===== src/hdl/gmma_pkg.sv =====
// ----------------------------------------------------------------------------
// gmma_pkg: shared types and constants
// Command codes, register indexes, sequencer states and the token that
// travels down the cell chain of the matrix multiply-add block.
// ----------------------------------------------------------------------------
`default_nettype none
package gmma_pkg;

  localparam int MAX_DIM_DEF    = 8;
  localparam int ELEM_WIDTH_DEF = 16;
  localparam int IDX_W          = 3;   // row and column fields
  localparam int DIM_W          = 4;   // dimension registers
  localparam int GAIN_W         = 16;  // alpha and beta, Q8.8
  localparam int CMD_W          = 2;
  localparam int REG_W          = 3;   // register index on the config port

  typedef enum logic [CMD_W-1:0] {
    CMD_WR_A  = 2'd0,
    CMD_WR_B  = 2'd1,
    CMD_WR_C  = 2'd2,
    CMD_START = 2'd3
  } gmma_cmd_t;

  typedef enum logic [REG_W-1:0] {
    REG_ROWS  = 3'd0,
    REG_INNER = 3'd1,
    REG_COLS  = 3'd2,
    REG_ALPHA = 3'd3,
    REG_BETA  = 3'd4
  } gmma_reg_t;

  typedef enum logic {
    ST_IDLE,
    ST_RUN
  } gmma_state_t;

  // one result position moving through the pipeline
  typedef struct packed {
    logic             v;
    logic [IDX_W-1:0] row;
    logic [IDX_W-1:0] col;
    logic             last;
  } gmma_tok_t;

endpackage
`default_nettype wire


===== src/hdl/gmma_scale.sv =====
// ----------------------------------------------------------------------------
// gmma_scale: alpha/beta scaling and saturation
// Five stages: two partial products of alpha times the sum, beta times C,
// the final add, then floor shift by 16 and clip to the element range.
// ----------------------------------------------------------------------------
`default_nettype none
module gmma_scale #(
  parameter int ELEM_WIDTH = gmma_pkg::ELEM_WIDTH_DEF,
  parameter int SUM_W      = 2 * gmma_pkg::ELEM_WIDTH_DEF + 4
) (
  input  wire                            clk,
  input  wire                            rst,
  input  wire                            en,
  input  wire gmma_pkg::gmma_tok_t       tok_in,
  input  wire signed [SUM_W-1:0]         sum_in,
  input  wire signed [ELEM_WIDTH-1:0]    c_in,
  input  wire signed [gmma_pkg::GAIN_W-1:0] alpha,
  input  wire signed [gmma_pkg::GAIN_W-1:0] beta,
  output gmma_pkg::gmma_tok_t            tok_out,
  output logic signed [ELEM_WIDTH-1:0]   value,
  output logic                           sat,
  output logic                           busy
);
  import gmma_pkg::*;

  localparam int LW  = 18;
  localparam int HW  = SUM_W - LW;
  localparam int ACW = GAIN_W + SUM_W + 1;

  gmma_tok_t t1, t2, t3, t4;
  logic signed [GAIN_W+LW:0]         plo1, plo2;
  logic signed [HW-1:0]              hi1;
  logic signed [GAIN_W+HW-1:0]       phi2;
  logic signed [ELEM_WIDTH-1:0]      c1, c2;
  logic signed [GAIN_W+ELEM_WIDTH-1:0] bc3;
  logic signed [ACW-1:0]             ab3, acc4, shifted;
  logic signed [ACW-1:0]             hi_lim, lo_lim;

  assign hi_lim = {{(ACW-ELEM_WIDTH+1){1'b0}}, {(ELEM_WIDTH-1){1'b1}}};
  assign lo_lim = ~hi_lim;
  assign shifted = acc4 >>> 16;
  assign busy = t1.v | t2.v | t3.v | t4.v;

  // hold valid bits of the stages
  always_ff @(posedge clk) begin
    if (rst) begin
      t1.v <= 1'b0;
      t2.v <= 1'b0;
      t3.v <= 1'b0;
      t4.v <= 1'b0;
      tok_out.v <= 1'b0;
    end else if (en) begin
      t1.v <= tok_in.v;
      t2.v <= t1.v;
      t3.v <= t2.v;
      t4.v <= t3.v;
      tok_out.v <= t4.v;
    end
  end

  // stage datapath
  always_ff @(posedge clk) begin
    if (en) begin
      {t1.row, t1.col, t1.last} <= {tok_in.row, tok_in.col, tok_in.last};
      plo1 <= alpha * $signed({1'b0, sum_in[LW-1:0]});
      hi1  <= sum_in[SUM_W-1:LW];
      c1   <= c_in;

      {t2.row, t2.col, t2.last} <= {t1.row, t1.col, t1.last};
      phi2 <= alpha * hi1;
      plo2 <= plo1;
      c2   <= c1;

      {t3.row, t3.col, t3.last} <= {t2.row, t2.col, t2.last};
      bc3 <= beta * c2;
      ab3 <= (ACW'(phi2) <<< LW) + ACW'(plo2);

      {t4.row, t4.col, t4.last} <= {t3.row, t3.col, t3.last};
      acc4 <= ab3 + (ACW'(bc3) <<< 8);

      {tok_out.row, tok_out.col, tok_out.last} <= {t4.row, t4.col, t4.last};
      if (shifted > hi_lim) begin
        value <= hi_lim[ELEM_WIDTH-1:0];
        sat   <= 1'b1;
      end else if (shifted < lo_lim) begin
        value <= lo_lim[ELEM_WIDTH-1:0];
        sat   <= 1'b1;
      end else begin
        value <= shifted[ELEM_WIDTH-1:0];
        sat   <= 1'b0;
      end
    end
  end

endmodule
`default_nettype wire


===== config.mk =====
export PLATFORM = sky130hd
export DESIGN_NAME = gmma_scale
export DESIGN_NICKNAME = d
export VERILOG_FILES = /design/src/hdl/gmma_pkg.sv /design/src/hdl/gmma_scale.sv
export SDC_FILE = /design/constraint.sdc
export NUM_CORES = 2
export LEC_CHECK = 0
export ABC_AREA = 1
export BUFFER_PORTS_ARGS = -buffer_cell sky130_fd_sc_hd__buf_2
export CORE_ASPECT_RATIO = 1.2
export CORE_MARGIN = 2
export CORE_UTILIZATION = 65
export DETAILED_ROUTE_END_ITERATION = 10
export HOLD_SLACK_MARGIN = 0.12
export PLACE_DENSITY_LB_ADDON = 0.15
export SKIP_CTS_REPAIR_TIMING = 1
export SYNTH_ARGS = -nofsm -noshare
export SYNTH_HDL_FRONTEND = slang
export SYNTH_SLANG_ARGS = --single-unit

===== constraint.sdc =====
create_clock -name clk -period 12.14 [get_ports clk]
set_input_delay 0 -clock clk [delete_from_list [all_inputs] [get_ports clk]]
set_output_delay 0 -clock clk [all_outputs]
set_load 0.01 [all_outputs]

==> flow_summary.yaml <==
status:
  outcome: "finished, final reports clean"
timing:
  fmax_ghz: 0.158
  setup_viol: 0
  rsz0062_at_grt: "no"
  skew_ns: 0.0302
  slew_violations: 0
  tns_ns: 0
  hold_viol: 0
  slew_headroom_pct: 33.5
  fin_crit_sh_pct: 52.0
  period_needed_ns: 6.32
  tightest_slew_ns: 0.998
critical_path:
  critPathMaxStageDelay_ns: 0.92
  reg2reg_depth: 16
  r2r-end: "bc3[23]"
  cp.required_ns: 12.48
  cpLargestDelayFamily: "adder cells"
  path_class: "reg -> reg"
  arrival_ns: 6.65
  timing.rr.start: "c2[1]"
  critPathBufInv: 3
  regToRegSetupSlack_ns: 5.82
  critPathLaunchType: "flip-flop"
  end_kind: "flip-flop"
  critPathSlowestCell: "fa_1"
  crit_path_max_fanout: 16
  path_cells: "nand2_1, inv_1, fa_1, fa_1, fa_1, fa_1, fa_1, inv_1, fa_1, inv_1, ha_1, a21oi_1, o21ai_0, a21oi_1, nand3_1, xor2_1"
  cpMostUsedCell: "fa_1"
worst_hold_path:
  hold_start: "sum_in[19]"
  hp-class: "in -> reg"
  whs_endpoint: "hi1[1]"
  min_path_cells: 2
detailed_routing:
  wl_per_cell_microns: 16.6
  vias: 36474
  drt-total-wl_microns: 114000
  dr.pass1.iters: 6
  dr.first_iter.drc_count: 2322
  route.detailed.drc: 0
  viasPerCell: 5.31
  antenna_left: 0
grt:
  top_usage_layer: "met2"
  grt_start_max_net_pins: 85
  grt_usage_pct: 31.9
  grt-ovfl-total: 0
  use_met1_pct: 38.2
  grt_pass1_vias: 38668
  grt_use_met2_pct: 59.1
  grt_use_met3_pct: 3.35
  antenna_found_initial: 0
  grt_pass1_wl_microns: 191000
die:
  dieArea_sq_um: 75700
  ioPinCount: 121
  die_w_microns: 252
  coreArea_sq_um: 72600
  start_util_pct: 65.9
  die_h_microns: 301
  rows: 108
synth:
  async_flop_share_pct: 0
  ys_warn_count: 0
  synth.distinct_cells: 46
  synth_edf_count: 304
  syn_area_per_cell_sq_um: 8.15
  synthCells: 5867
  ys_seq_elements: 309
  synthesis.nets: 7104
  synthFlopType: "edfxtp_1"
  synth_area_sq_um: 47800
  ys_seq_area_share_pct: 19.3
placed_design:
  dp_hpwl_microns: 92900
  gp_congestion: 0.960
  io_buffer_count: 120
final_layout:
  area_delta_synth_final_pct: 6.31
  nets: 7147
  insertedDiodeCount: 0
  drive_gt1_share_pct: 4.55
clock_network:
  cts-root-buf: "clkbuf_16"
  cts_made_buffers: 37
  clk_path_buf_depth: 3
  insertion_delay_ns: 0.59
  cts_tree: "yes"
  cts.htree.levels: 2
  cts.sinks: 309
  path_clk_slew_ns: 0.07
run:
  drv_cap: 0
[Yosys cell counts (4+ instances only)]
cell      number  area (sq um)
o21a_1         9          67.6
nand3b_1       6          45.0
edfxtp_1     304          9130
inv_1       1591          5970
buf_2          4          20.0
nand2_2       15          93.8
or2_1          4          25.0
clkbuf_1     180           676
o21ai_0       85           425
a21oi_1      184           921
nand3_1      147           736
xnor2_1       19           166
nor2_2         8          50.1
a21boi_1       4          30.0
nor3_2         6          60.1
nand2_1     1550          5820
a31oi_1        8          50.1
nand3_2        5          50.1
nor4_1         9          56.3
ha_1         368          4600
xor2_1        98           858
nand4_1       47           294
o21bai_1      19           143
or2_2         16           100
inv_2         21          78.8
a21oi_2        4          35.0
nor3_1        23           115
nor2_1       272          1020
and3_1         4          25.0
clkinv_1       6          22.5
a21o_1        19           143
fa_1         774         15500
o211ai_1       4          30.0
a21boi_0       6          45.0
o21ai_1       27           135
dfxtp_1        5           100
[final cells by class]
type,instances,area (sq um)
tap,935,1170
clock inverter,23,308
timing repair buffer,189,1280
fill,5938,21800
multi-input combinational,3755,31800
inverter,1618,6070
clock buffer,44,962
sequential,309,9230
[state kept, by name, summed over array words and instances, names as in the netlist]
signal,cells
plo1,27
c2,16
t4,8
ab3,45
c1,16
t1,8
hi1,18
tok_out,8
value,16
sat,1
acc4,37
bc3,32
t2,8
t3,8
phi2,34
plo2,27
[worst reg2reg max path, stage by stage, from the launching register on]
cell	delay [ns]
edfxtp_1	0.77
nand2_1	0.22
inv_1	0.18
fa_1	0.57
fa_1	0.92
fa_1	0.54
fa_1	0.52
fa_1	0.50
inv_1	0.05
fa_1	0.47
inv_1	0.04
ha_1	0.33
a21oi_1	0.24
o21ai_0	0.18
a21oi_1	0.26
nand3_1	0.13
xor2_1	0.17
[placed cells by master (no fill, tap or decap), types with 21 or more instances in the layout]
| cell type | Yosys | final |
|---|---|---|
| inv_1 | 1591 | 1591 |
| nand2_1 | 1550 | 1550 |
| fa_1 | 774 | 774 |
| ha_1 | 368 | 368 |
| edfxtp_1 | 304 | 304 |
| nor2_1 | 272 | 272 |
| a21oi_1 | 184 | 184 |
| nand3_1 | 147 | 147 |
| buf_2 | 4 | 119 |
| xor2_1 | 98 | 98 |
| o21ai_0 | 85 | 85 |
| dlygate4sd3_1 | 0 | 60 |
| nand4_1 | 47 | 47 |
| clkbuf_16 | 0 | 37 |
| o21ai_1 | 27 | 27 |
| nor3_1 | 23 | 23 |
| inv_2 | 21 | 21 |
[metal layers]
layer,share of wire (%),vias to the layer above
li1,-,17380
met1,38,17602
met2,52,1211
met3,5.6,281
met4,4.0,0
met5,0,-
[stage by stage]
step	cell area (sq um)	hold WS, ns	cells	utilization (%)	setup WS (ns)
global route	50800	0.117	6873	70.0	5.45
finish	50800	0.115	6873	70.0	5.82
global placement	48900	0.176	6746	67.4	5.89
CTS	50200	-0.449	6813	69.2	5.77
floorplan	47800	0.0691	5867	-	6.51
detailed placement	48900	0.179	6746	67.4	5.74
[worst max path at each step]
stage / start / end / slack [ns] / cells past startpoint
finish: c2[1] / bc3[23] / 5.82 / 16
global route: c2[1] / bc3[31] / 5.45 / 18
CTS: c2[1] / bc3[23] / 5.77 / 16
detailed placement: c2[1] / bc3[23] / 5.74 / 16
global placement: c2[1] / bc3[23] / 5.89 / 16
floorplan: hi1[17] / phi2[32] / 6.51 / 19
[kinds of logic (layout without fill, tap and decap cells)]
kind of cell / count (synthesis) / count (layout) / synth area share, %
DFF: 309 / 309 / 19.3
and+or+nand+nor: 2118 / 2118 / 17.9
xor gates and xnor gates: 120 / 120 / 2.25
AOI/OAI and AO/OA: 375 / 375 / 4.35
buffers and inverters: 1803 / 1874 / 14.2
adders and majority gates: 1142 / 1142 / 42.1
Power is not shown: default switching activity piles up to over one toggle a cycle in this logic, so the estimate is an artifact.
