[src/hdl/gmma_pkg.sv]
// ----------------------------------------------------------------------------
// gmma_pkg: shared types and constants
// Command codes, register indexes, sequencer states and the token that
// travels down the cell chain of the matrix multiply-add block.
// ----------------------------------------------------------------------------
`default_nettype none
package gmma_pkg;

  localparam int MAX_DIM_DEF    = 8;
  localparam int ELEM_WIDTH_DEF = 16;
  localparam int IDX_W          = 3;   // row and column fields
  localparam int DIM_W          = 4;   // dimension registers
  localparam int GAIN_W         = 16;  // alpha and beta, Q8.8
  localparam int CMD_W          = 2;
  localparam int REG_W          = 3;   // register index on the config port

  typedef enum logic [CMD_W-1:0] {
    CMD_WR_A  = 2'd0,
    CMD_WR_B  = 2'd1,
    CMD_WR_C  = 2'd2,
    CMD_START = 2'd3
  } gmma_cmd_t;

  typedef enum logic [REG_W-1:0] {
    REG_ROWS  = 3'd0,
    REG_INNER = 3'd1,
    REG_COLS  = 3'd2,
    REG_ALPHA = 3'd3,
    REG_BETA  = 3'd4
  } gmma_reg_t;

  typedef enum logic {
    ST_IDLE,
    ST_RUN
  } gmma_state_t;

  // one result position moving through the pipeline
  typedef struct packed {
    logic             v;
    logic [IDX_W-1:0] row;
    logic [IDX_W-1:0] col;
    logic             last;
  } gmma_tok_t;

endpackage
`default_nettype wire

[src/hdl/gmma_cell.sv]
// ----------------------------------------------------------------------------
// gmma_cell: one multiply-accumulate cell
// Holds column IDX of A and row IDX of B; adds its product to the partial
// sum of the token passing through and hands both to the next cell.
// ----------------------------------------------------------------------------
`default_nettype none
module gmma_cell #(
  parameter int ELEM_WIDTH = gmma_pkg::ELEM_WIDTH_DEF,
  parameter int MAX_DIM    = gmma_pkg::MAX_DIM_DEF,
  parameter int SUM_W      = 2 * gmma_pkg::ELEM_WIDTH_DEF + 4,
  parameter int IDX        = 0
) (
  input  wire                          clk,
  input  wire                          rst,
  input  wire                          en,
  input  wire                          wr_a,
  input  wire                          wr_b,
  input  wire [gmma_pkg::IDX_W-1:0]    wr_addr,
  input  wire signed [ELEM_WIDTH-1:0]  wr_data,
  input  wire [gmma_pkg::DIM_W-1:0]    k_dim,
  input  wire gmma_pkg::gmma_tok_t     tok_in,
  input  wire signed [SUM_W-1:0]       sum_in,
  input  wire signed [ELEM_WIDTH-1:0]  c_in,
  output gmma_pkg::gmma_tok_t          tok_out,
  output logic signed [SUM_W-1:0]      sum_out,
  output logic signed [ELEM_WIDTH-1:0] c_out
);
  import gmma_pkg::*;

  localparam int AW = (MAX_DIM > 1) ? $clog2(MAX_DIM) : 1;

  logic signed [ELEM_WIDTH-1:0]   a_col [MAX_DIM];
  logic signed [ELEM_WIDTH-1:0]   b_row [MAX_DIM];
  logic signed [2*ELEM_WIDTH-1:0] prod;
  logic signed [SUM_W-1:0]        contrib;

  // store column of A (by row) and row of B (by column)
  always_ff @(posedge clk) begin
    if (wr_a) begin
      a_col[wr_addr[AW-1:0]] <= wr_data;
    end
    if (wr_b) begin
      b_row[wr_addr[AW-1:0]] <= wr_data;
    end
  end

  // product of this cell, dropped when beyond the inner size
  always_comb begin
    prod    = a_col[tok_in.row[AW-1:0]] * b_row[tok_in.col[AW-1:0]];
    contrib = (DIM_W'(IDX) < k_dim) ? SUM_W'(prod) : '0;
  end

  // advance token, partial sum and C element
  always_ff @(posedge clk) begin
    if (rst) begin
      tok_out.v <= 1'b0;
    end else if (en) begin
      tok_out.v <= tok_in.v;
    end
  end

  always_ff @(posedge clk) begin
    if (en) begin
      tok_out.row  <= tok_in.row;
      tok_out.col  <= tok_in.col;
      tok_out.last <= tok_in.last;
      sum_out      <= sum_in + contrib;
      c_out        <= c_in;
    end
  end

endmodule
`default_nettype wire

[config.mk]
export PLATFORM = sky130hd
export DESIGN_NAME = gmma_cell
export DESIGN_NICKNAME = d
export VERILOG_FILES = /design/src/hdl/gmma_pkg.sv /design/src/hdl/gmma_cell.sv
export SDC_FILE = /design/constraint.sdc
export NUM_CORES = 1
export LEC_CHECK = 0
export ABC_AREA = 1
export BUFFER_PORTS_ARGS = -buffer_cell sky130_fd_sc_hd__buf_2
export CAP_MARGIN = 20
export CORE_UTILIZATION = 30
export CTS_CLUSTER_DIAMETER = 30
export DETAILED_ROUTE_END_ITERATION = 16
export GPL_ROUTABILITY_DRIVEN = 0
export GPL_TIMING_DRIVEN = 0
export SYNTH_ARGS = -nofsm -noshare
export SYNTH_HDL_FRONTEND = slang
export SYNTH_SLANG_ARGS = --single-unit
export TNS_END_PERCENT = 50
[constraint.sdc]
create_clock -name clk -period 9 [get_ports clk]
set_input_delay 1.8 -clock clk [delete_from_list [all_inputs] [get_ports clk]]
set_output_delay 1.8 -clock clk [all_outputs]
set_load 0.01 [all_outputs]
==> impl_metrics.json, run 1 <==
{
  "run_status": "complete, but fails checks",
  "failed_checks": "setup timing",
  "clock-sinks": 316,
  "fin_crit_ps": 9065,
  "clockBufferDepth": 3,
  "layout-drive-gt1-share_pct": 27.81,
  "synth_top_cell_by_area": "edfxtp_1",
  "synth_xor_area_share_pct": 1.806,
  "period_share_pct": 100.7,
  "synth_area_per_cell_um2": 10.09,
  "synthSimpleGateAreaFrac_pct": 13.32,
  "synth_nets": 2812,
  "mappedNetlistArea_um2": 23700,
  "antenna_found_initial": 3,
  "die_height_um": 283.1,
  "track_usage_pct": 16.81,
  "synth_seq_cells": 316,
  "cts_root_buffer": "clkbuf_16",
  "rsz0062_at_grt": "yes",
  "dp_hpwl_mm": 47.65,
  "cts_hold_buf": 0,
  "pre_cts_slack_ps": -2319,
  "drt-initial-drc-count": 1215,
  "ios": 148,
  "synth_edf_count": 315,
  "grt_pass1_vias": 18460,
  "crit_type": "primary input to register",
  "max_clock_freq_ghz": 0.1103,
  "utilization_pct": 40.37,
  "hold_path_class": "register to register",
  "area_delta_synth_final_pct": 32.60,
  "clock_skew_ps": 32.41,
  "cts_htree_levels": 3,
  "setup_violations": 3,
  "gr-total-overflow": 0,
  "drc": 0,
  "die-width_um": 283.1,
  "synth_async_sr_flop_share_pct": 0,
  "port_buffers": 147,
  "cts_tree": "built",
  "ant_nets": 0,
  "vias": 17900,
  "num_rows": 102,
  "muxShareOfSynthArea_pct": 0.04223,
  "yosysWarnings": 0,
  "worst_pin_slew_ps": 991.5,
  "drtPass1Iterations": 5,
  "slew_headroom_pct": 33.83,
  "ys_seq_area_share_pct": 40.00,
  "hold_viol_final": 0,
  "fin_ws_ps": -64.95,
  "yosys-top-cells-area": "edfxtp_1, fa_1, inv_1",
  "via_per_inst": 4.707,
  "required_ps": 9360,
  "synth_top_family_by_area": "adder cells",
  "nNetsFinal": 3170,
  "cap_violations": 0,
  "ys_types": 48,
  "fp.coreArea_um2": 77850,
  "max_stage_delay_ps": 560,
  "synth_top_cell_area_share_pct": 39.91,
  "syn_inst": 2348,
  "dieArea_um2": 80130,
  "cp_data_arrival_time_ps": 9430,
  "initial_utilization_pct": 30.44,
  "grt_start_max_net_pins": 46,
  "crit_fanout": 10,
  "wl_mm": 66.68,
  "wl_per_cell_um": 17.53,
  "grt_pass1_wl_mm": 104.2,
  "slowest_stage": "fa_1",
  "drv_slew": 0,
  "r2r_start": "b_row[4][6]$_DFFE_PP_",
  "insertion_delay_ps": 610,
  "hp-start": "tok_out[7]$_SDFFE_PP0P_",
  "cts_made_buffers": 70,
  "synthAdderAreaFrac_pct": 28.18,
  "synthFlopType": "edfxtp_1",
  "cts.reportedPaths.clkPinSlew_ps": 40,
  "cp-startpoint": "tok_in[4]",
  "synth_compound_area_share_pct": 8.288,
  "end_kind": "register",
  "cp-start-kind": "primary input"
}
-- routing by layer --
layer | vias to the layer above | routed length [um] | global-route usage (%)
met5 | - | 0 | 0
met4 | 0 | 2084 | 5.973
met3 | 118 | 5177 | 3.502
met2 | 592 | 32340 | 28.54
met1 | 8871 | 27070 | 21.08
li1 | 8321 | - | -
-- per-stage QoR --
step | TNS [ps] | instance area [um2] | hold WS, ps | instances
2_1_floorplan | 0 | 23820 | 527.9 | 2348
3_3_place_gp | -39590 | 25860 | 469.6 | 3535
3_5_place_dp | -40890 | 26210 | 491.0 | 3551
4_1_cts | -76.98 | 30690 | 500.9 | 3776
5_1_grt | -3787 | 31420 | 540.9 | 3802
6_report | -140.3 | 31430 | 499.3 | 3803
-- layout by cell type (no fill, tap or decap), types with 48 or more instances in the layout --
master	count
a21oi_1	48
buf_2	152
buf_4	110
clkbuf_16	75
edfxtp_1	315
fa_1	251
ha_1	93
inv_1	390
nand2_1	273
nor2_1	348
o21ai_0	82
-- synthesized netlist by cell type, types with 9 or more instances --
cell type / n
a21oi_1: 69
a31oi_1: 9
buf_1: 9
buf_2: 26
clkbuf_1: 26
edfxtp_1: 315
fa_1: 263
ha_1: 113
inv_1: 427
inv_2: 16
nand2_1: 297
nand2_2: 19
nand3_1: 31
nor2_1: 407
o21ai_0: 105
o21ai_1: 12
o21ai_2: 19
o32ai_1: 64
xnor2_1: 21
xor2_1: 26
-- cell families after synthesis --
group / after synthesis
flip-flops: 316
AND/OR/NAND/NOR: 785
XOR/XNOR: 48
buffers and inverters: 513
multiplexers: 1
AO/OA/AOI/OAI: 309
adder cells (fa/ha/maj): 376
-- worst max-delay path, delay by kind of cell --
| kind | cells | cell delay (ps) |
|---|---|---|
| compound gates | 9 | 1340 |
| fa+ha+maj | 8 | 3590 |
| buf+inv | 11 | 1080 |
| simple gates | 18 | 1570 |
-- sequential cells by signal, summed over array words and instances (netlist names) --
register / cells
a_col: 128
b_row: 128
c_out: 16
sum_out: 36
tok_out: 8
-- what timing repair did --
action                                  4_1_cts  5_1_grt
buffers inserted                             93       25
endpoints found under the hold margin         0        0
cloned                                        7        1
pin swaps                                    98       78
endpoints found under the setup margin       23       19
resized for setup                           311      141
-- final cells by class --
type                       instances  area, um2
sequential                       316       9479
timing repair buffer             288       2235
buffer                            63      675.6
tap                             1040       1301
fill                            7466      46420
clock inverter                    49      564.3
antenna                            1      2.502
timing repair inverter             1      8.758
clock buffer                      79       1807
inverter                         447       1778
multi-input combinational       1519      13580
-- path summary, 6_finish.rpt --
path / end / slack, ps / cells past startpoint
max: sum_out[34]$_DFFE_PP_ / -60 / 46
min: tok_out[7]$_SDFFE_PP0P_ / 500 / 2
max reg2reg: sum_out[34]$_DFFE_PP_ / 1180 / 40
min reg2reg: tok_out[7]$_SDFFE_PP0P_ / 500 / 2
Power of run 1 is left out: the tool's default activity adds up to more than one toggle a clock period on the data nets, which glitch-free logic cannot reach.
==> run 2: changes to the inputs <==
--- a/config.mk
+++ b/config.mk
@@ -5,7 +5,6 @@
 export SDC_FILE = /design/constraint.sdc
 export NUM_CORES = 1
 export LEC_CHECK = 0
-export ABC_AREA = 1
 export BUFFER_PORTS_ARGS = -buffer_cell sky130_fd_sc_hd__buf_2
 export CAP_MARGIN = 20
 export CORE_UTILIZATION = 30
==> run 2 against run 1 <==
The flow still finishes with violations (setup timing). Synthesized cell count shrank 22%. Wire length shrank 11%. Register-to-register slack lost 990 ps. Global-route usage shrank 1.7 points. Clock-buffer cell count shrank 9. Critical path type unchanged. Critical endpoint is now sum_out[32]$_DFFE_PP_.
==> impl_metrics.json, run 2 <==
{
  "cts_hold_buf": 0,
  "crit_fanout": 6,
  "synth_nets": 2305,
  "slew_headroom_pct": 32.76,
  "nNetsFinal": 2661,
  "die-width_um": 280.5,
  "drc": 0,
  "clockBufferDepth": 3,
  "failed_checks": "setup timing",
  "synth_top_cell_area_share_pct": 40.66,
  "grt_pass1_vias": 16100,
  "max_stage_delay_ps": 560,
  "via_per_inst": 4.661,
  "r2r_cells": 36,
  "hp-start": "tok_out[7]$_SDFFE_PP0P_",
  "syn_inst": 1841,
  "final_cells": 3279,
  "insertion_delay_ps": 640,
  "hold_viol_final": 0,
  "yosysWarnings": 0,
  "run_status": "complete, but fails checks",
  "synth_area_per_cell_um2": 12.64,
  "path_delay_family": "adder cells",
  "die_height_um": 280.5,
  "pre_cts_slack_ps": -2842,
  "cts_made_buffers": 61,
  "drt-initial-drc-count": 1052,
  "rrSetupSlack_ps": 190,
  "cp-start-kind": "primary input",
  "nFillCells": 7132,
  "ios": 148,
  "yosys-top-cells-area": "edfxtp_1, fa_1, mux4_2",
  "rsz0062_at_grt": "yes",
  "synth_async_sr_flop_share_pct": 0,
  "period_share_pct": 109.9,
  "clock-sinks": 316,
  "gr-total-overflow": 0,
  "grt_pass1_wl_mm": 91.21,
  "cts.reportedPaths.clkPinSlew_ps": 50,
  "area_delta_synth_final_pct": 29.25,
  "clock_skew_ps": 60.69,
  "grt_start_max_net_pins": 61,
  "wl_mm": 59.55,
  "cp.buffers_inverters": 10,
  "antenna_cells": 0,
  "cp-startpoint": "tok_in[1]",
  "cap_violations": 0,
  "antenna_found_initial": 5,
  "initial_utilization_pct": 30.48,
  "ys_types": 68,
  "dieArea_um2": 78660,
  "min_path_cells": 2,
  "track_usage_pct": 15.11,
  "layout.cells.most_common": "edfxtp_1",
  "fin_ws_ps": -888.1,
  "ant_nets": 0,
  "crit_top_cell": "fa_1",
  "setup_violations": 16,
  "num_rows": 101,
  "mappedNetlistArea_um2": 23260,
  "r2r_end": "sum_out[32]$_DFFE_PP_",
  "final_cell_mix": "edfxtp_1, inv_1, fa_1, nor2_1, buf_2",
  "crit_cells": 38,
  "cts_tree": "built",
  "port_buffers": 147,
  "ys_top_cells_by_count": "edfxtp_1, inv_1, fa_1",
  "fin_crit_ps": 9888,
  "synthFlopType": "edfxtp_1",
  "synth_seq_cells": 316,
  "max_clock_freq_ghz": 0.1011,
  "required_ps": 9360,
  "ys_seq_area_share_pct": 40.75,
  "drv_slew": 0,
  "r2r_start": "b_row[3][4]$_DFFE_PP_",
  "cts_htree_levels": 2,
  "dp_cells": 3035,
  "cts_root_buffer": "clkbuf_16",
  "vias": 15280,
  "wl_per_cell_um": 18.16,
  "synth_top_cell_by_area": "edfxtp_1",
  "tns_ps": -7769,
  "fp.coreArea_um2": 76330,
  "hold_path_class": "register to register",
  "layout-drive-gt1-share_pct": 30.50,
  "worst_pin_slew_ps": 1003,
  "slowest_stage": "fa_1",
  "drtPass1Iterations": 5,
  "whs_ps": 495.8,
  "crit_type": "primary input to register",
  "yosysMostFrequentCell": "edfxtp_1",
  "synth_edf_count": 315,
  "end_kind": "register",
  "min_to": "tok_out[7]$_SDFFE_PP0P_",
  "dp_hpwl_mm": 44.99,
  "cp_data_arrival_time_ps": 10250
}
-- run 2: what timing repair did --
action / 4_1_cts / 5_1_grt
endpoints found under the setup margin: 25 / 21
cloned: 2 / 1
resized for setup: 122 / 123
pin swaps: 47 / 74
setup buffers: 75 / 55
-- run 2: final cells by class --
type / instances / area, um2 / area share (%)
Multi-Input combinational cell: 1169 / 13260 / 44.10
Sequential cell: 316 / 9479 / 31.53
Timing Repair Buffer: 297 / 2320 / 7.715
Clock buffer: 70 / 1582 / 5.260
Tap cell: 1030 / 1289 / 4.286
Inverter: 313 / 1175 / 3.908
Clock inverter: 45 / 571.8 / 1.902
Buffer: 39 / 390.4 / 1.298
-- run 2: worst max-delay path by stage --
stage | to | slack [ps]
final | sum_out[32]$_DFFE_PP_ | -890
after CTS | sum_out[32]$_DFFE_PP_ | -940
after detailed placement | sum_out[32]$_DFFE_PP_ | -2840
after global placement | sum_out[35]$_DFFE_PP_ | -2790
after global routing | sum_out[34]$_DFFE_PP_ | -1160
after floorplan | sum_out[34]$_DFFE_PP_ | -960
-- run 2: per-stage QoR --
| stage | utilization [%] | cell area (um2) |
|---|---|---|
| finish | 39.39 | 30070 |
| global route | 39.39 | 30070 |
| CTS | 38.35 | 29270 |
| detailed placement | 33.95 | 25910 |
| global placement | 33.56 | 25620 |
| floorplan | - | 23590 |
-- run 2: logic make-up (layout without fill, tap and decap cells) --
| logic type | Yosys count | after routing | share of synthesized area [%] |
|---|---|---|---|
| simple gates | 441 | 441 | 8.332 |
| fa+ha+maj | 376 | 376 | 28.71 |
| xor+xnor | 61 | 61 | 2.297 |
| flops | 316 | 316 | 40.75 |
| mux | 121 | 121 | 8.773 |
| compound gates | 170 | 170 | 5.320 |
| buf+inv | 356 | 764 | 5.820 |
-- run 2: worst register-to-register path, delay by kind of cell (launching register included) --
family / cells / cell delay, ps
adders and majority gates: 8 / 3710
AOI/OAI and AO/OA: 10 / 1910
muxes: 3 / 1060
buffers and inverters: 8 / 770
and+or+nand+nor: 5 / 470
DFF: 1 / 360
xor gates and xnor gates: 2 / 270
-- run 2: metal layers --
layer	wire [um]	track usage, %	up-vias
met2	28520	25.37	528
met5	65	0	-
li1	-	-	6948
met4	1865	5.044	10
met1	25120	19.47	7663
met3	3976	2.898	135
Power of run 2 is left out for the same reason.
==> run 3: changes to the inputs <==
--- a/config.mk
+++ b/config.mk
@@ -7,11 +7,14 @@
 export LEC_CHECK = 0
 export BUFFER_PORTS_ARGS = -buffer_cell sky130_fd_sc_hd__buf_2
 export CAP_MARGIN = 20
+export CELL_PAD_IN_SITES_DETAIL_PLACEMENT = 0
+export CELL_PAD_IN_SITES_GLOBAL_PLACEMENT = 1
 export CORE_UTILIZATION = 30
 export CTS_CLUSTER_DIAMETER = 30
 export DETAILED_ROUTE_END_ITERATION = 16
 export GPL_ROUTABILITY_DRIVEN = 0
 export GPL_TIMING_DRIVEN = 0
+export PLACE_DENSITY_LB_ADDON = 0.1
 export SYNTH_ARGS = -nofsm -noshare
 export SYNTH_HDL_FRONTEND = slang
 export SYNTH_SLANG_ARGS = --single-unit
==> run 3 against run 2 <==
The flow still finishes with violations (setup timing). Maximum frequency shrank 0.39%. Critical path depth increased by 5. Die area stayed put. Utilization rose by 0.41 points. Wire length is 5.6% higher. Largest cell class unchanged. Register-to-register slack gained 60 ps. Final cell count rose by 0.15%. Critical endpoint unchanged. Via count fell by 3.7%.
==> impl_metrics.json, run 3 (synthesized netlist as in run 2, its figures left out) <==
{
  "run_status": "complete, but fails checks",
  "failed_checks": "setup timing",
  "ant_nets": 0,
  "drv_slew": 0,
  "insertion_delay_ps": 620,
  "fp.coreArea_um2": 76330,
  "antenna_cells": 0,
  "wl_per_cell_um": 19.15,
  "vias": 14720,
  "cp-start-kind": "primary input",
  "cts_htree_levels": 3,
  "clockBufferDepth": 3,
  "layout-drive-gt1-share_pct": 29.81,
  "rsz0062_at_grt": "yes",
  "grt_start_max_net_pins": 61,
  "end_kind": "register",
  "hold_path_class": "register to register",
  "initial_utilization_pct": 30.48,
  "fin_crit_ps": 9927,
  "hold_viol_final": 0,
  "max_clock_freq_ghz": 0.1007,
  "nNetsFinal": 2658,
  "cts_made_buffers": 77,
  "area_delta_synth_final_pct": 30.60,
  "drt-initial-drc-count": 586,
  "max_stage_delay_ps": 570,
  "pre_cts_slack_ps": -3125,
  "cp_data_arrival_time_ps": 10270,
  "clock_skew_ps": 32.23,
  "dieArea_um2": 78660,
  "crit_top_cell": "fa_1",
  "cts_root_buffer": "clkbuf_16",
  "die-width_um": 280.5,
  "setup_violations": 15,
  "cts.reportedPaths.clkPinSlew_ps": 40,
  "drtPass1Iterations": 5,
  "period_share_pct": 110.3,
  "antenna_found_initial": 2,
  "port_buffers": 147,
  "crit_type": "primary input to register",
  "required_ps": 9340,
  "cts_tree": "built",
  "cts_hold_buf": 0,
  "track_usage_pct": 16.56,
  "num_rows": 101,
  "ios": 148,
  "place_area_um2": 25970,
  "grt_pass1_vias": 16390,
  "gr-total-overflow": 0,
  "postLayoutCellArea_um2": 30380,
  "die_height_um": 280.5,
  "nFillCells": 7374,
  "whs_ps": 486.5,
  "grt_pass1_wl_mm": 97.75,
  "dp_hpwl_mm": 49.49,
  "slowest_stage": "fa_1",
  "drc": 0,
  "clock-sinks": 316,
  "wl_mm": 62.89,
  "final_cell_mix": "edfxtp_1, inv_1, fa_1, nor2_1, buf_2",
  "crit_fanout": 5,
  "fin_ws_ps": -927.2,
  "slew_headroom_pct": 38.83,
  "cap_violations": 0,
  "via_per_inst": 4.484,
  "layout.cells.most_common": "edfxtp_1",
  "worst_pin_slew_ps": 912.6,
  "utilization_pct": 39.80
}
run 3: cell types whose count changed in the layout (fill, tap and decap cells not counted), moves of 4 or more:
cell       change
inv_1          +4
clkinv_1       +6
inv_2          -5
clkbuf_16     +17
inv_6          -6
a21oi_1        +5
clkinv_2       +4
buf_4         -17
buf_8          -5
a21oi_2        -6
clkinv_4       -6
run 3: what timing repair did:
| item | 4_1_cts | 5_1_grt |
|---|---|---|
| endpoints found under the setup margin | 25 | 22 |
| pin swaps | 46 | 42 |
| gates cloned | 1 | 0 |
| setup buffers | 67 | 37 |
| hold endpoints to repair | 0 | 0 |
| resized for setup | 98 | 104 |
run 3: per-stage QoR:
stage          setup TNS, ps  cells
2_1_floorplan          -7143   1841
3_3_place_gp          -53070   3018
3_5_place_dp          -51520   3042
4_1_cts               -10510   3248
5_1_grt               -14710   3284
6_report               -8273   3284
run 3: per-layer routing:
layer  vias to the layer above  routed length (um)  track usage (%)
met5                         -                  20                0
met1                      7444               28370            21.38
met2                       249               30930            28.44
met3                        93                2287            2.923
li1                       6934                   -                -
met4                         4                1277            4.456
run 3: worst max-delay path, delay by kind of cell:
family,cells,cell delay [ps]
xor+xnor,2,240
compound gates,8,1640
fa+ha+maj,8,3230
mux,3,1000
buf+inv,14,1410
simple gates,8,930
run 3: cell type report:
cell class	count	area, um2	share of cell area [%]
tap	1030	1289	4.242
sequential	316	9479	31.20
buffer	41	395.4	1.301
inverter	313	1179	3.880
multi-input combinational	1169	13220	43.50
clock inverter	51	713.2	2.348
clock buffer	88	2009	6.614
timing repair buffer	276	2101	6.915
run 3: path summary, 6_finish.rpt:
| path | startpoint | to | cells past startpoint | slack (ps) |
|---|---|---|---|---|
| hold reg to reg | tok_out[7]$_SDFFE_PP0P_ | tok_out[7]$_SDFFE_PP0P_ | 2 | 490 |
| setup / recovery | tok_in[4] | sum_out[32]$_DFFE_PP_ | 43 | -930 |
| setup reg to reg | b_row[3][4]$_DFFE_PP_ | sum_out[32]$_DFFE_PP_ | 38 | 250 |
| hold / removal | tok_out[7]$_SDFFE_PP0P_ | tok_out[7]$_SDFFE_PP0P_ | 2 | 490 |
Power of run 3 is left out for the same reason.
